--- src/rtl/mcw_pkg.sv ---
// mcw_pkg: shared types and constants of the multi-channel watchdog.
// No dependencies; imported by mcw_sub and multi_channel_watchdog.
`default_nettype none
package mcw_pkg;

   localparam int MCW_ENTRIES = 8;
   localparam int ID_W        = 8;
   localparam int TIME_W      = 32;
   localparam int CSR_IDX_W   = 1;
   localparam logic [TIME_W-1:0] GTIMEOUT_RESET = 32'd5000;

   // request opcodes
   localparam logic [1:0] OP_REGISTER = 2'd0;
   localparam logic [1:0] OP_KICK     = 2'd1;
   localparam logic [1:0] OP_CHECK    = 2'd2;

   // control register indexes
   localparam logic [CSR_IDX_W-1:0] CSR_ENABLE   = 1'd0;
   localparam logic [CSR_IDX_W-1:0] CSR_GTIMEOUT = 1'd1;

   typedef enum logic [2:0] {
      KIND_REGISTERED,
      KIND_FULL,
      KIND_KICK,
      KIND_TIMEOUT,
      KIND_SUMMARY
   } kind_type;

   // operand selection for the shared subtractor
   typedef enum logic [1:0] {
      SUB_ELAPSED,   // now - last_kick
      SUB_ALIVE,     // timeout - elapsed, borrow means expired
      SUB_LEAST      // elapsed - least, borrow means new minimum
   } sub_sel_type;

   typedef struct packed {
      sub_sel_type       sel;
      logic [TIME_W-1:0] now;
      logic [TIME_W-1:0] last_kick;
      logic [TIME_W-1:0] timeout;
      logic [TIME_W-1:0] elapsed;
      logic [TIME_W-1:0] least;
   } sub_req_type;

endpackage
`default_nettype wire

--- src/rtl/multi_channel_watchdog.sv ---
// multi_channel_watchdog: client table, sequencer and result register.
// Depends on mcw_pkg, mcw_ram and mcw_sub.
//
//   channel  direction  handshake              payload
//   req      in         req_valid / req_stall  opcode, client_id, client_timeout, time_stamp
//   rsp      out        rsp_valid / rsp_stall  kind, id, matched, duration, expired, least, last
//   csr      in         csr_valid / csr_ready  index, wdata
//
// Register: ST_REG writes the table unless full, then ST_ONE loads the result register. Kick:
// each entry searched passes ST_KRD and ST_KCMP. Check: each entry passes ST_CRD, then the one
// shared subtractor (elapsed, alive test, minimum); ST_CREP reports a timeout, ST_SUM sums up.
// req_stall is high from acceptance until the last result is in the output register.
// The output register keeps its result while rsp_stall is high; the sequencer waits.
// Synchronous reset clears the table count, the enable and the handshakes, and loads GTIMEOUT_RESET.
`default_nettype none
module multi_channel_watchdog import mcw_pkg::*; #(
   parameter int ENTRIES = MCW_ENTRIES
) (
   input  wire logic                 clock,
   input  wire logic                 reset,
   input  wire logic                 req_valid,
   output logic                      req_stall,
   input  wire logic [1:0]           req_opcode,
   input  wire logic [ID_W-1:0]      req_client_id,
   input  wire logic [TIME_W-1:0]    req_client_timeout,
   input  wire logic [TIME_W-1:0]    req_time_stamp,
   output logic                      rsp_valid,
   input  wire logic                 rsp_stall,
   output logic [2:0]                rsp_result_kind,
   output logic [ID_W-1:0]           rsp_reported_id,
   output logic                      rsp_kick_matched,
   output logic [TIME_W-1:0]         rsp_timeout_duration,
   output logic                      rsp_all_expired,
   output logic [TIME_W-1:0]         rsp_least_elapsed,
   output logic                      rsp_last_result,
   input  wire logic                 csr_valid,
   output logic                      csr_ready,
   input  wire logic [CSR_IDX_W-1:0] csr_index,
   input  wire logic [TIME_W-1:0]    csr_wdata
);

   localparam int IDX_W = (ENTRIES > 1) ? $clog2(ENTRIES) : 1;
   localparam int CNT_W = $clog2(ENTRIES + 1);

   typedef enum logic [3:0] {
      ST_IDLE, ST_REG, ST_KRD, ST_KCMP, ST_CRD, ST_CEL, ST_CTO, ST_CLS,
      ST_CREP, ST_SUM, ST_ONE
   } state_type;

   // control registers
   logic              enabled_ff;
   logic [TIME_W-1:0] gtimeout_ff;

   assign csr_ready = 1'b1;

   always_ff @(posedge clock) begin
      if (reset) begin
         enabled_ff  <= 1'b0;
         gtimeout_ff <= GTIMEOUT_RESET;
      end else if (csr_valid) begin
         unique case (csr_index)
            CSR_ENABLE:   enabled_ff  <= csr_wdata[0];
            CSR_GTIMEOUT: gtimeout_ff <= csr_wdata;
            default: ;
         endcase
      end
   end

   state_type         state_ff, state_in;
   logic [IDX_W-1:0]  idx_ff, idx_in;
   logic [CNT_W-1:0]  cnt_ff, cnt_in;
   logic [ID_W-1:0]   id_ff, id_in;
   logic [TIME_W-1:0] tmo_ff, tmo_in;
   logic [TIME_W-1:0] now_ff, now_in;
   logic [TIME_W-1:0] el_ff, el_in;
   logic [TIME_W-1:0] least_ff, least_in;
   logic              found_ff, found_in;
   logic              alive_ff, alive_in;
   logic              over_ff, over_in;
   kind_type          kind_ff, kind_in;
   logic              matched_ff, matched_in;

   logic              rsp_valid_ff, rsp_valid_in;
   kind_type          rsp_kind_ff, rsp_kind_in;
   logic [ID_W-1:0]   rsp_id_ff, rsp_id_in;
   logic              rsp_matched_ff, rsp_matched_in;
   logic [TIME_W-1:0] rsp_dur_ff, rsp_dur_in;
   logic              rsp_expired_ff, rsp_expired_in;
   logic [TIME_W-1:0] rsp_least_ff, rsp_least_in;
   logic              rsp_last_ff, rsp_last_in;

   // table memories
   logic                     ent_we;
   logic                     lk_we;
   logic [IDX_W-1:0]         wr_addr;
   logic [ID_W+TIME_W-1:0]   ent_rd;
   logic [TIME_W-1:0]        lk_rd;
   logic [ID_W-1:0]          rd_id;
   logic [TIME_W-1:0]        rd_tmo;

   mcw_ram #(.WIDTH(ID_W + TIME_W), .DEPTH(ENTRIES)) u_ent_ram (
      .clock   (clock),
      .wr_en   (ent_we),
      .wr_addr (wr_addr),
      .wr_data ({id_ff, tmo_ff}),
      .rd_addr (idx_ff),
      .rd_data (ent_rd)
   );

   mcw_ram #(.WIDTH(TIME_W), .DEPTH(ENTRIES)) u_lk_ram (
      .clock   (clock),
      .wr_en   (lk_we),
      .wr_addr (wr_addr),
      .wr_data (now_ff),
      .rd_addr (idx_ff),
      .rd_data (lk_rd)
   );

   assign rd_id  = ent_rd[ID_W+TIME_W-1:TIME_W];
   assign rd_tmo = ent_rd[TIME_W-1:0];

   // shared subtractor
   sub_req_type       sub_req;
   logic [TIME_W-1:0] sub_diff;
   logic              sub_borrow;

   mcw_sub u_sub (
      .req    (sub_req),
      .diff   (sub_diff),
      .borrow (sub_borrow)
   );

   logic              slot_free;
   logic              full;
   logic              last_entry;
   logic [CNT_W-1:0]  idx_next_ext;

   assign slot_free    = !rsp_valid_ff || !rsp_stall;
   assign full         = (cnt_ff == CNT_W'(ENTRIES));
   assign idx_next_ext = CNT_W'(idx_ff) + CNT_W'(1);
   assign last_entry   = (idx_next_ext == cnt_ff);

   always_comb begin
      state_in       = state_ff;
      idx_in         = idx_ff;
      cnt_in         = cnt_ff;
      id_in          = id_ff;
      tmo_in         = tmo_ff;
      now_in         = now_ff;
      el_in          = el_ff;
      least_in       = least_ff;
      found_in       = found_ff;
      alive_in       = alive_ff;
      over_in        = over_ff;
      kind_in        = kind_ff;
      matched_in     = matched_ff;
      rsp_valid_in   = rsp_valid_ff && rsp_stall;
      rsp_kind_in    = rsp_kind_ff;
      rsp_id_in      = rsp_id_ff;
      rsp_matched_in = rsp_matched_ff;
      rsp_dur_in     = rsp_dur_ff;
      rsp_expired_in = rsp_expired_ff;
      rsp_least_in   = rsp_least_ff;
      rsp_last_in    = rsp_last_ff;
      ent_we         = 1'b0;
      lk_we          = 1'b0;
      wr_addr        = idx_ff;
      sub_req        = '{sel: SUB_ELAPSED, now: now_ff, last_kick: lk_rd,
                         timeout: rd_tmo, elapsed: el_ff, least: least_ff};

      unique case (state_ff)
         ST_IDLE: begin
            if (req_valid) begin
               id_in    = req_client_id;
               tmo_in   = req_client_timeout;
               now_in   = req_time_stamp;
               idx_in   = '0;
               found_in = 1'b0;
               alive_in = 1'b0;
               least_in = '0;
               unique case (req_opcode)
                  OP_REGISTER: state_in = ST_REG;
                  OP_KICK: begin
                     kind_in    = KIND_KICK;
                     matched_in = 1'b0;
                     state_in   = (enabled_ff && cnt_ff != '0) ? ST_KRD : ST_ONE;
                  end
                  OP_CHECK: state_in = (cnt_ff == '0) ? ST_SUM : ST_CRD;
                  default: ;
               endcase
            end
         end
         ST_REG: begin
            matched_in = 1'b0;
            if (full) begin
               kind_in = KIND_FULL;
            end else begin
               kind_in = KIND_REGISTERED;
               ent_we  = 1'b1;
               lk_we   = 1'b1;
               wr_addr = cnt_ff[IDX_W-1:0];
               cnt_in  = cnt_ff + CNT_W'(1);
            end
            state_in = ST_ONE;
         end
         ST_KRD: state_in = ST_KCMP;
         ST_KCMP: begin
            if (rd_id == id_ff) begin
               lk_we      = 1'b1;
               matched_in = 1'b1;
               state_in   = ST_ONE;
            end else if (last_entry) begin
               state_in = ST_ONE;
            end else begin
               idx_in   = idx_ff + IDX_W'(1);
               state_in = ST_KRD;
            end
         end
         ST_CRD: state_in = ST_CEL;
         ST_CEL: begin
            sub_req.sel = SUB_ELAPSED;
            el_in       = sub_diff;
            state_in    = ST_CTO;
         end
         ST_CTO: begin
            sub_req.sel = SUB_ALIVE;
            over_in     = sub_borrow;
            if (!sub_borrow) begin
               alive_in = 1'b1;
            end
            state_in = ST_CLS;
         end
         ST_CLS: begin
            sub_req.sel = SUB_LEAST;
            if (!found_ff || sub_borrow) begin
               least_in = el_ff;
               found_in = 1'b1;
            end
            if (enabled_ff && over_ff) begin
               state_in = ST_CREP;
            end else if (last_entry) begin
               state_in = ST_SUM;
            end else begin
               idx_in   = idx_ff + IDX_W'(1);
               state_in = ST_CRD;
            end
         end
         ST_CREP: begin
            if (slot_free) begin
               rsp_valid_in   = 1'b1;
               rsp_kind_in    = KIND_TIMEOUT;
               rsp_id_in      = rd_id;
               rsp_matched_in = 1'b0;
               rsp_dur_in     = gtimeout_ff;
               rsp_expired_in = 1'b0;
               rsp_least_in   = '0;
               rsp_last_in    = 1'b0;
               if (last_entry) begin
                  state_in = ST_SUM;
               end else begin
                  idx_in   = idx_ff + IDX_W'(1);
                  state_in = ST_CRD;
               end
            end
         end
         ST_SUM: begin
            if (slot_free) begin
               rsp_valid_in   = 1'b1;
               rsp_kind_in    = KIND_SUMMARY;
               rsp_id_in      = '0;
               rsp_matched_in = 1'b0;
               rsp_dur_in     = '0;
               rsp_expired_in = !alive_ff;
               rsp_least_in   = found_ff ? least_ff : '0;
               rsp_last_in    = 1'b1;
               state_in       = ST_IDLE;
            end
         end
         ST_ONE: begin
            if (slot_free) begin
               rsp_valid_in   = 1'b1;
               rsp_kind_in    = kind_ff;
               rsp_id_in      = id_ff;
               rsp_matched_in = matched_ff;
               rsp_dur_in     = '0;
               rsp_expired_in = 1'b0;
               rsp_least_in   = '0;
               rsp_last_in    = 1'b1;
               state_in       = ST_IDLE;
            end
         end
         default: state_in = ST_IDLE;
      endcase
   end

   always_ff @(posedge clock) begin
      if (reset) begin
         state_ff     <= ST_IDLE;
         cnt_ff       <= '0;
         rsp_valid_ff <= 1'b0;
      end else begin
         state_ff     <= state_in;
         cnt_ff       <= cnt_in;
         rsp_valid_ff <= rsp_valid_in;
      end
      idx_ff         <= idx_in;
      id_ff          <= id_in;
      tmo_ff         <= tmo_in;
      now_ff         <= now_in;
      el_ff          <= el_in;
      least_ff       <= least_in;
      found_ff       <= found_in;
      alive_ff       <= alive_in;
      over_ff        <= over_in;
      kind_ff        <= kind_in;
      matched_ff     <= matched_in;
      rsp_kind_ff    <= rsp_kind_in;
      rsp_id_ff      <= rsp_id_in;
      rsp_matched_ff <= rsp_matched_in;
      rsp_dur_ff     <= rsp_dur_in;
      rsp_expired_ff <= rsp_expired_in;
      rsp_least_ff   <= rsp_least_in;
      rsp_last_ff    <= rsp_last_in;
   end

   assign req_stall            = (state_ff != ST_IDLE);
   assign rsp_valid            = rsp_valid_ff;
   assign rsp_result_kind      = rsp_kind_ff;
   assign rsp_reported_id      = rsp_id_ff;
   assign rsp_kick_matched     = rsp_matched_ff;
   assign rsp_timeout_duration = rsp_dur_ff;
   assign rsp_all_expired      = rsp_expired_ff;
   assign rsp_least_elapsed    = rsp_least_ff;
   assign rsp_last_result      = rsp_last_ff;

`ifndef NO_ASSERTIONS
   a_cnt_bound: assert property (@(posedge clock) disable iff (reset)
      cnt_ff <= CNT_W'(ENTRIES))
      else $error("client count beyond table size");

   a_reg_grows: assert property (@(posedge clock) disable iff (reset)
      (state_ff == ST_REG && !full) |=> (cnt_ff == $past(cnt_ff) + CNT_W'(1)))
      else $error("register did not grow the table");

   a_report_enabled: assert property (@(posedge clock) disable iff (reset)
      (rsp_valid && rsp_result_kind == KIND_TIMEOUT) |-> enabled_ff)
      else $error("timeout report while disabled");

   a_match_enabled: assert property (@(posedge clock) disable iff (reset)
      (rsp_valid && rsp_result_kind == KIND_KICK && rsp_kick_matched) |-> enabled_ff)
      else $error("kick matched while disabled");

   a_idx_in_table: assert property (@(posedge clock) disable iff (reset)
      (state_ff == ST_KCMP || state_ff == ST_CLS) |-> (CNT_W'(idx_ff) < cnt_ff))
      else $error("walk index beyond client count");
`endif

endmodule
`default_nettype wire

--- src/rtl/mcw_ram.sv ---
// mcw_ram: generic single-write, single-read RAM with registered read data.
// No dependencies.
`default_nettype none
module mcw_ram #(
   parameter int WIDTH = 32,
   parameter int DEPTH = 8,
   localparam int AW = (DEPTH > 1) ? $clog2(DEPTH) : 1
) (
   input  wire logic             clock,
   input  wire logic             wr_en,
   input  wire logic [AW-1:0]    wr_addr,
   input  wire logic [WIDTH-1:0] wr_data,
   input  wire logic [AW-1:0]    rd_addr,
   output logic      [WIDTH-1:0] rd_data
);

   logic [WIDTH-1:0] mem_ff [DEPTH];
   logic [WIDTH-1:0] rd_data_ff;

   always_ff @(posedge clock) begin
      if (wr_en) begin
         mem_ff[wr_addr] <= wr_data;
      end
      rd_data_ff <= mem_ff[rd_addr];
   end

   assign rd_data = rd_data_ff;

endmodule
`default_nettype wire

--- src/rtl/mcw_sub.sv ---
// mcw_sub: shared 32-bit subtractor with borrow, used for elapsed time,
// timeout test and minimum search. Depends on mcw_pkg.
`default_nettype none
module mcw_sub import mcw_pkg::*; (
   input  wire sub_req_type       req,
   output logic [TIME_W-1:0]      diff,
   output logic                   borrow
);

   logic [TIME_W-1:0] op_a;
   logic [TIME_W-1:0] op_b;
   logic [TIME_W:0]   full;

   always_comb begin
      unique case (req.sel)
         SUB_ELAPSED: begin
            op_a = req.now;
            op_b = req.last_kick;
         end
         SUB_ALIVE: begin
            op_a = req.timeout;
            op_b = req.elapsed;
         end
         SUB_LEAST: begin
            op_a = req.elapsed;
            op_b = req.least;
         end
         default: begin
            op_a = '0;
            op_b = '0;
         end
      endcase
   end

   assign full   = {1'b0, op_a} - {1'b0, op_b};
   assign diff   = full[TIME_W-1:0];
   assign borrow = full[TIME_W];

endmodule
`default_nettype wire

--- config.mk ---
export PLATFORM = sky130hd
export DESIGN_NAME = multi_channel_watchdog
export DESIGN_NICKNAME = d
export VERILOG_FILES = /design/src/rtl/mcw_pkg.sv /design/src/rtl/multi_channel_watchdog.sv /design/src/rtl/mcw_ram.sv /design/src/rtl/mcw_sub.sv
export SDC_FILE = /design/constraint.sdc
export NUM_CORES = 1
export LEC_CHECK = 0
export BUFFER_PORTS_ARGS = -buffer_cell sky130_fd_sc_hd__clkbuf_2
export CORE_ASPECT_RATIO = 1.75
export CORE_MARGIN = 1.5
export CORE_UTILIZATION = 60
export CTS_CLUSTER_DIAMETER = 100
export CTS_CLUSTER_SIZE = 40
export DETAILED_ROUTE_END_ITERATION = 8
export GPL_TIMING_DRIVEN = 0
export PLACE_DENSITY = 0.81
export SKIP_CTS_REPAIR_TIMING = 1
export SLEW_MARGIN = 20
export SYNTH_ARGS = -nofsm -noshare
export SYNTH_HDL_FRONTEND = slang
export SYNTH_SLANG_ARGS = --single-unit
--- constraint.sdc ---
create_clock -name clock -period 6.5 [get_ports clock]
set_clock_uncertainty 0.2 [all_clocks]
set_input_delay 0.65 -clock clock [delete_from_list [all_inputs] [get_ports clock]]
set_output_delay 0.65 -clock clock [all_outputs]
set_load 0.005 [all_outputs]
Yosys cells after proc, flatten, opt, wreduce, memory -nomap -nowiden
Memory sizes are Yosys's and may differ from the RTL's. A register that Yosys moved wholly into a read port is not among the register bits. Cells that the tools add are included. Widths: inputs -> output; s select.

Eq/ne operators: 31. Bitwise logic cells: 2. Reductions and logical operators: 42. Add/subtract/negate cells: 4. Multiplexer cells: 69. Shift operators: 0. Div/mod/pow operators: 0. $lt $le $gt $ge: 0. Multipliers: 0.

Operators with widths (count): $mux 32 (6); $pmux 32 s2 (3); $pmux 32 s3 (2); $pmux 4 s10 (1); $mux 3 (12); $mux 4 (9); $sub 32x32->33 (1); $mux 8 (3); $pmux 8 s3 (1); $mux 1 (20); $ne 2x2->1 const B (9); $reduce_and 3->1 (6); $eq 4x3->1 const B (4); $eq 4x4->1 const B (4); $pmux 1 s2 (6); $pmux 3 s4 (1); $pmux 4 s3 (1); $reduce_and 4->1 (3); $reduce_bool 2->1 (6); $reduce_bool 4->1 (3); $pmux 3 s3 (1); $eq 4x2->1 const B (2); $eq 8x8->1 (1); $logic_not 4->1 (2); 22 further kinds (41).

Latch bits: 0. Input bits: 112. Logic and storage cells: 173. Bits in writable memories: 576. ROM bits: 0. Memories kept: 2. Register bits after elaboration: 266. Output and inout bits: 81.

Memories: u_ent_ram.mem_ff (words 8, bits a word 40, rd ports 1, clocked after Yosys merged registers in 1, wr ports 1, line mcw_ram.sv:17) `logic [WIDTH-1:0] mem_ff [DEPTH];`; u_lk_ram.mem_ff (words 8, bits a word 32, rd ports 1, clocked after Yosys merged registers in 1, wr ports 1, line mcw_ram.sv:17).

Longest topological paths before layout
Depth in word-level cells: 8. Mapped depth: 17. Mapped depth without buffers: 14.

Hierarchy
From an unflattened synthesis, not the netlist that was laid out.

Cell total of the unflattened synthesis: 2056. Area, all modules: 36511.3 µm².

By module, submodules not included: mcw_ram (u_ent_ram) (cells each 515, area an instance 13171.4 µm², times used 1, seq. area each 10410.0 µm²); mcw_ram (u_lk_ram) (cells each 415, area an instance 10466.3 µm², times used 1, seq. area each 8328.0 µm²); multi_channel_watchdog (cells each 654, area an instance 9769.4 µm², times used 1, seq. area each 7537.2 µm²); mcw_sub (cells each 472, area an instance 3104.2 µm², times used 1, seq. area each 0.0 µm²).

Worst setup path before layout
Ideal clock, no wire load.

Path type: flip-flop to flip-flop. Start: register cnt_ff[1]. End: memory u_ent_ram.mem_ff[0][0] (netlist bit), enable pin. Period minus slack after synthesis: 5.837 ns. Path slack: 0.663 ns. Library setup time: 0.537 ns. Arrival time: 5.100 ns. Cell stages (with the launch flop): 8. Cell sequence: dfxtp_1 -> clkbuf_1 -> inv_1 -> ha_1 -> nand3b_1 -> nand2_1 -> clkbuf_1 -> nor4_1.

Longest elaborated chain between the ends: 5. Elaborated cells between the ends (all ways): 7. Classes of those cells: 1 x eq/ne; 6 x mux.

Ends and longest elaborated chain: start, declared (line multi_channel_watchdog.sv:71) `logic [CNT_W-1:0] cnt_ff, cnt_in;`; start signal, assigned (line multi_channel_watchdog.sv:303) `cnt_ff <= cnt_in;`; $eq 4x4->1 (line multi_channel_watchdog.sv:139) `assign full = (cnt_ff == CNT_W'(ENTRIES));`; $mux 1 (line multi_channel_watchdog.sv:195) `if (full) begin`; $mux 1 (line multi_channel_watchdog.sv:171) `unique case (state_ff)`; $mux 1 (line mcw_ram.sv:21) `if (wr_en) begin`; $mux 1 (implied by the code) (line mcw_ram.sv:22) `mem_ff[wr_addr] <= wr_data;`; end, declared (line mcw_ram.sv:17).

Several ways; a longest one is shown, not always the timed one.

Worst setup path after layout
Start: register state_ff[0]. End: register least_ff[1], enable pin.

Longest elaborated chain between the ends: 8. Elaborated cells between the ends (all ways): 15. Classes of those cells: 1 x add/sub; 6 x eq/ne; 3 x mux; 5 x reduce/logical.

Ends and longest elaborated chain: start, declared (line multi_channel_watchdog.sv:69) `state_type state_ff, state_in;`; start signal, assigned (line multi_channel_watchdog.sv:302) `state_ff <= state_in;`; $eq 4x3->1 (line multi_channel_watchdog.sv:171); $pmux 2 s2 (line multi_channel_watchdog.sv:171); $eq 2x2->1 (tied with other cells) (line mcw_sub.sv:15) `unique case (req.sel)`; $pmux 32 s3 (line mcw_sub.sv:15); $sub 32x32->33 (line mcw_sub.sv:35) `assign full = {1'b0, op_a} - {1'b0, op_b};`; $logic_or 1x1->1 (line multi_channel_watchdog.sv:235) `if (!found_ff || sub_borrow) begin`; $ne 2x2->1 (no source line); $reduce_and 3->1 (no source line) (*); end signal, assigned (line multi_channel_watchdog.sv:311) `least_ff <= least_in;`; end, declared (line multi_channel_watchdog.sv:76) `logic [TIME_W-1:0] least_ff, least_in;`.

Every way passes the cells marked *; elsewhere a longest branch is shown, timed or not. A chain may end at the register's enable or synchronous reset.

==> flow_summary.html <==
<table>
<tr><th>Metric</th><th>Value</th></tr>
<tr><th colspan="2">Run status</th></tr>
<tr><td>Outcome</td><td>complete, no violations</td></tr>
<tr><th colspan="2">Min path</th></tr>
<tr><td>Worst hold-check path type</td><td>primary input to register</td></tr>
<tr><td>Worst Min Path Start</td><td>csr_wdata[2]</td></tr>
<tr><th colspan="2">Synth</th></tr>
<tr><td>Most frequent cells after synthesis</td><td>sky130_fd_sc_hd__edfxtp_1 (799), sky130_fd_sc_hd__nand2_1 (329), sky130_fd_sc_hd__mux4_2 (144), sky130_fd_sc_hd__dfxtp_1 (114), sky130_fd_sc_hd__and2_1 (100)</td></tr>
<tr><td>Net count after synthesis</td><td>2293</td></tr>
<tr><td>Cell with the most instances after synthesis</td><td>sky130_fd_sc_hd__edfxtp_1</td></tr>
<tr><td>Area fraction of the dominant cell type after synthesis</td><td>0.673</td></tr>
<tr><td>Cell area after synthesis</td><td>35600 um^2</td></tr>
<tr><td>Fraction of the yosys area taken by sequential cells</td><td>0.737</td></tr>
<tr><td>Syn_area_per_cell</td><td>16.6 um^2</td></tr>
<tr><td>Cell accounting for the most synthesized area</td><td>sky130_fd_sc_hd__edfxtp_1</td></tr>
<tr><td>Asr flop ratio synth</td><td>0</td></tr>
<tr><td>Area contributors post-synth</td><td>sky130_fd_sc_hd__edfxtp_1 (67%), sky130_fd_sc_hd__mux4_2 (9.1%), sky130_fd_sc_hd__dfxtp_1 (6.4%)</td></tr>
<tr><td>Ys Warns</td><td>0</td></tr>
<tr><td>Count of distinct cell types in the synthesized netlist</td><td>a little under 60</td></tr>
<tr><td>Gate Count Post-Synth</td><td>2141</td></tr>
<tr><td>Flop and latch count out of synthesis</td><td>913</td></tr>
<tr><td>Top flip-flop cell by instance count after synthesis</td><td>sky130_fd_sc_hd__edfxtp_1</td></tr>
<tr><td>Number of enable-type register cells in the synthesized netlist</td><td>799</td></tr>
<tr><th colspan="2">Floorplan</th></tr>
<tr><td>Initial Util</td><td>0.605</td></tr>
<tr><td>Die width</td><td>between 150 and 200 um</td></tr>
<tr><td>Overall die area</td><td>60900 um^2</td></tr>
<tr><td>Standard-cell rows</td><td>118</td></tr>
<tr><td>Core Area</td><td>58900 um^2</td></tr>
<tr><td>Height of the chip</td><td>325 um</td></tr>
<tr><td>I/O Pins</td><td>between 150 and 200</td></tr>
<tr><th colspan="2">Critical path</th></tr>
<tr><td>Max incr delay on CP</td><td>0.58 ns</td></tr>
<tr><td>Crit path capture type</td><td>register</td></tr>
<tr><td>Cell with the most instances on the worst path</td><td>sky130_fd_sc_hd__clkbuf_1</td></tr>
<tr><td>Type of origin of the critical path</td><td>register</td></tr>
<tr><td>Crit path DAT</td><td>6.18 ns</td></tr>
<tr><td>Critical Path Fanout Max</td><td>12</td></tr>
<tr><td>Worst path cell trace</td><td>clkbuf_1, nand2b_1, nor2_1, clkbuf_1, clkbuf_1, a221oi_1, ha_1, o21ai_0, o211ai_1, nand4_1, a21oi_1, nor2_1, o21ai_0, a31oi_4, buf_8</td></tr>
<tr><td>Required @ worst endpoint</td><td>6.71 ns</td></tr>
<tr><td>Cell type of the slowest stage on the worst timing path</td><td>sky130_fd_sc_hd__nor2_1</td></tr>
<tr><td>Cell family with the largest share of critical-path delay</td><td>compound AO/OA/AOI/OAI gates</td></tr>
<tr><td>CP Class</td><td>register to register</td></tr>
<tr><td>CP bufs+invs</td><td>4</td></tr>
<tr><td>Crit path from</td><td>state_ff[0]</td></tr>
<tr><td>Critical R2R Launch</td><td>state_ff[0]</td></tr>
<tr><th colspan="2">STA</th></tr>
<tr><td>Part of the cycle the worst path needs</td><td>0.919</td></tr>
<tr><td>Final count of hold timing violations</td><td>0</td></tr>
<tr><td>Relative slew slack</td><td>0.333</td></tr>
<tr><td>Unrepaired setup endpoints after global routing</td><td>false</td></tr>
<tr><td>Final-report setup violation count</td><td>0</td></tr>
<tr><td>Number of max-slew violations in the final report</td><td>0</td></tr>
<tr><td>Maximum frequency from static timing analysis</td><td>approximately 170 MHz</td></tr>
<tr><td>Fin crit period</td><td>around 6.0 ns</td></tr>
<tr><td>Worst Max-Slew Pin Slew</td><td>1.00 ns</td></tr>
<tr><th colspan="2">Cells and area</th></tr>
<tr><td>Count of antenna diodes in the layout</td><td>0</td></tr>
<tr><td>Fillers</td><td>between 3000 and 4000</td></tr>
<tr><td>Post-layout instance area</td><td>39700 um^2</td></tr>
<tr><td>Layout overhead on the synthesized area</td><td>11.4%</td></tr>
<tr><td>Fraction of layout cells with a size suffix above 1</td><td>0.180</td></tr>
<tr><td>Nets</td><td>2615</td></tr>
<tr><th colspan="2">Placed design</th></tr>
<tr><td>Sum of net half-perimeters after detailed placement</td><td>58200 um</td></tr>
<tr><td>Final estimated routing congestion in global placement</td><td>0.943</td></tr>
<tr><td>Cell area after placement</td><td>38400 um^2</td></tr>
<tr><td>IO Port Bufs</td><td>189</td></tr>
<tr><th colspan="2">Drt</th></tr>
<tr><td>DRC violation total after the first TritonRoute iteration</td><td>2212</td></tr>
<tr><td>DR vias</td><td>between 20000 and 25000</td></tr>
<tr><td>Residual DRC</td><td>0</td></tr>
<tr><td>Antenna-violating nets left</td><td>0</td></tr>
<tr><td>WL/cell</td><td>roughly 25 um</td></tr>
<tr><td>Number of vias per cell after detailed routing</td><td>6.18</td></tr>
<tr><td>Number of optimization iterations in the first detailed-route pass</td><td>5</td></tr>
<tr><td>Overall routed net length</td><td>82200 um</td></tr>
<tr><th colspan="2">Clock network</th></tr>
<tr><td>Clock root buffer master</td><td>sky130_fd_sc_hd__clkbuf_16</td></tr>
<tr><td>Number of H-tree levels</td><td>1</td></tr>
<tr><td>Maximum clock insertion buffer count</td><td>3</td></tr>
<tr><td>CTS clock-pin slew for the worst setup and hold paths</td><td>0.14 ns</td></tr>
<tr><td>Total clock buffers created by CTS</td><td>26</td></tr>
<tr><td>Clock Latency Late Sink</td><td>0.64 ns</td></tr>
<tr><td>Number of sinks on the clock net</td><td>about 910</td></tr>
<tr><td>TritonCTS clock tree</td><td>done</td></tr>
<tr><th colspan="2">Global routing</th></tr>
<tr><td>Via count of the first global-routing pass</td><td>between 20000 and 25000</td></tr>
<tr><td>Total Routing Usage GR</td><td>0.269</td></tr>
<tr><td>Overflow left after global routing</td><td>0</td></tr>
<tr><td>Largest net degree at the start of global routing</td><td>51</td></tr>
<tr><td>Number of antenna violations at the first check in global routing</td><td>2</td></tr>
<tr><td>Wire length of the first global-routing pass</td><td>around 120000 um</td></tr>
<tr><th colspan="2">Pwr</th></tr>
<tr><td>Leakage power total</td><td>13.6 nW</td></tr>
<tr><td>Total Power Consumption</td><td>between 15 and 20 mW</td></tr>
<tr><td>Pwr dens</td><td>about 400 nW/um^2</td></tr>
<tr><td>Largest voltage drop on the vdd net</td><td>0.000222 V</td></tr>
<tr><th colspan="2">Run</th></tr>
<tr><td>Max capacitance violation total</td><td>0</td></tr>
</table>
## kinds of logic (layout without fill, tap and decap cells)
logic type,after synthesis,after routing,share of synthesized area
compound gates,240,240,0.0465
xor+xnor,45,45,0.0111
fa+ha+maj,40,40,0.0143
buf+inv,135,477,0.0145
flops,913,913,0.737
mux,145,145,0.0913
other cells,1,1,0.000105
simple gates,622,622,0.0848
## power breakdown
part | total (mW) | switching, mW | internal, mW
Sequential | 8.27 | 0.632 | 7.64
Clock | 2.39 | 1.59 | 0.803
Combinational | 5.14 | 3.02 | 2.12
Total | 15.8 | 5.24 | 10.6
## path summary, 6_finish.rpt
| path | end | slack, ns | cells after the start |
|---|---|---|---|
| min reg2reg | gtimeout_ff[5] | 0.26 | 2 |
| min | gtimeout_ff[2] | 0.02 | 3 |
| max reg2reg | least_ff[1] | 0.52 | 15 |
| max | least_ff[1] | 0.52 | 15 |
## through the flow
stage | utilization | setup TNS (ns) | setup slack (ns) | hold slack, ns | cells
3_3_place_gp | 0.637 | -386.66 | -3.32 | 0.239 | 3110
3_5_place_dp | 0.651 | 0 | 0.710 | 0.246 | 3158
2_1_floorplan | - | 0 | 0.663 | 0.229 | 2141
5_1_grt | 0.674 | 0 | 0.350 | 0.000709 | 3263
6_report | 0.674 | 0 | 0.523 | 0.0180 | 3263
4_1_cts | 0.664 | 0 | 0.677 | -0.0431 | 3206
## placed cells by master (no fill, tap or decap), types with 9 or more instances in the layout
cell                            Yosys  layout
sky130_fd_sc_hd__nor2_1            49      37
sky130_fd_sc_hd__clkbuf_1          90     110
sky130_fd_sc_hd__dlygate4sd3_1      0      57
sky130_fd_sc_hd__a21oi_1           76      73
sky130_fd_sc_hd__buf_4              2      22
sky130_fd_sc_hd__buf_2              3      11
sky130_fd_sc_hd__nand2_1          329     329
sky130_fd_sc_hd__mux4_2           144     144
sky130_fd_sc_hd__clkbuf_2           0     191
sky130_fd_sc_hd__dfxtp_1          114     114
sky130_fd_sc_hd__nor2_4             0      12
sky130_fd_sc_hd__inv_1             20      20
sky130_fd_sc_hd__a22o_1             9       9
sky130_fd_sc_hd__a31oi_1           11      10
sky130_fd_sc_hd__clkbuf_16          0      27
sky130_fd_sc_hd__and2_1           100      99
sky130_fd_sc_hd__ha_1              39      39
sky130_fd_sc_hd__a21o_1            15      15
sky130_fd_sc_hd__a221oi_1          31      31
sky130_fd_sc_hd__nor3_1            17      13
sky130_fd_sc_hd__nor3b_1           69      69
sky130_fd_sc_hd__edfxtp_1         799     799
sky130_fd_sc_hd__nand3_1            9       9
sky130_fd_sc_hd__a211o_1           32      32
sky130_fd_sc_hd__xor2_1            22      22
sky130_fd_sc_hd__xnor2_1           23      23
sky130_fd_sc_hd__o21ai_0           29      29
sky130_fd_sc_hd__buf_12             0      11
sky130_fd_sc_hd__buf_1             20      17
## registers in the layout (all words and copies together) (netlist names), 2 cells and up
| signal | flops |
|---|---|
| id_ff | 8 |
| kind_ff | 2 |
| cnt_ff | 4 |
| rsp_timeout_duration | 32 |
| u_ent_ram.mem_ff | 320 |
| rsp_least_elapsed | 32 |
| now_ff | 32 |
| el_ff | 32 |
| idx_ff | 3 |
| u_lk_ram.rd_data | 32 |
| gtimeout_ff | 32 |
| least_ff | 32 |
| rsp_result_kind | 3 |
| state_ff | 4 |
| u_lk_ram.mem_ff | 256 |
| u_ent_ram.rd_data | 40 |
| rsp_reported_id | 8 |
| tmo_ff | 32 |
## worst min-delay path: stages
cell                       delay [ns]
sky130_fd_sc_hd__clkbuf_2        0.08
sky130_fd_sc_hd__nand2_1         0.04
sky130_fd_sc_hd__a21oi_1         0.05
## final cells by class
| cell class | count | area, um^2 | area share |
|---|---|---|---|
| repair buffers | 294 | 2170 | 0.0546 |
| clock buffers | 47 | 751 | 0.0189 |
| inverters | 20 | 75.1 | 0.00189 |
| well taps | 780 | 976 | 0.0246 |
| clock inverters | 1 | 8.76 | 0.000221 |
| flip-flops and latches | 913 | 26300 | 0.662 |
| plain buffers | 115 | 447 | 0.0113 |
| multi-input cells | 1093 | 9000 | 0.227 |
## layer usage
layer  GRT usage  vias up  part of all wire  routed length [um]
met5           0        -                 0                   0
met4       0.122        0             0.048                3940
met3      0.0240      221             0.060                4940
met2       0.490      972              0.54               44000
met1       0.324    10174              0.36               29300
li1            -     8796                 -                   -
Note: power is estimated with default switching activity, not from simulation.
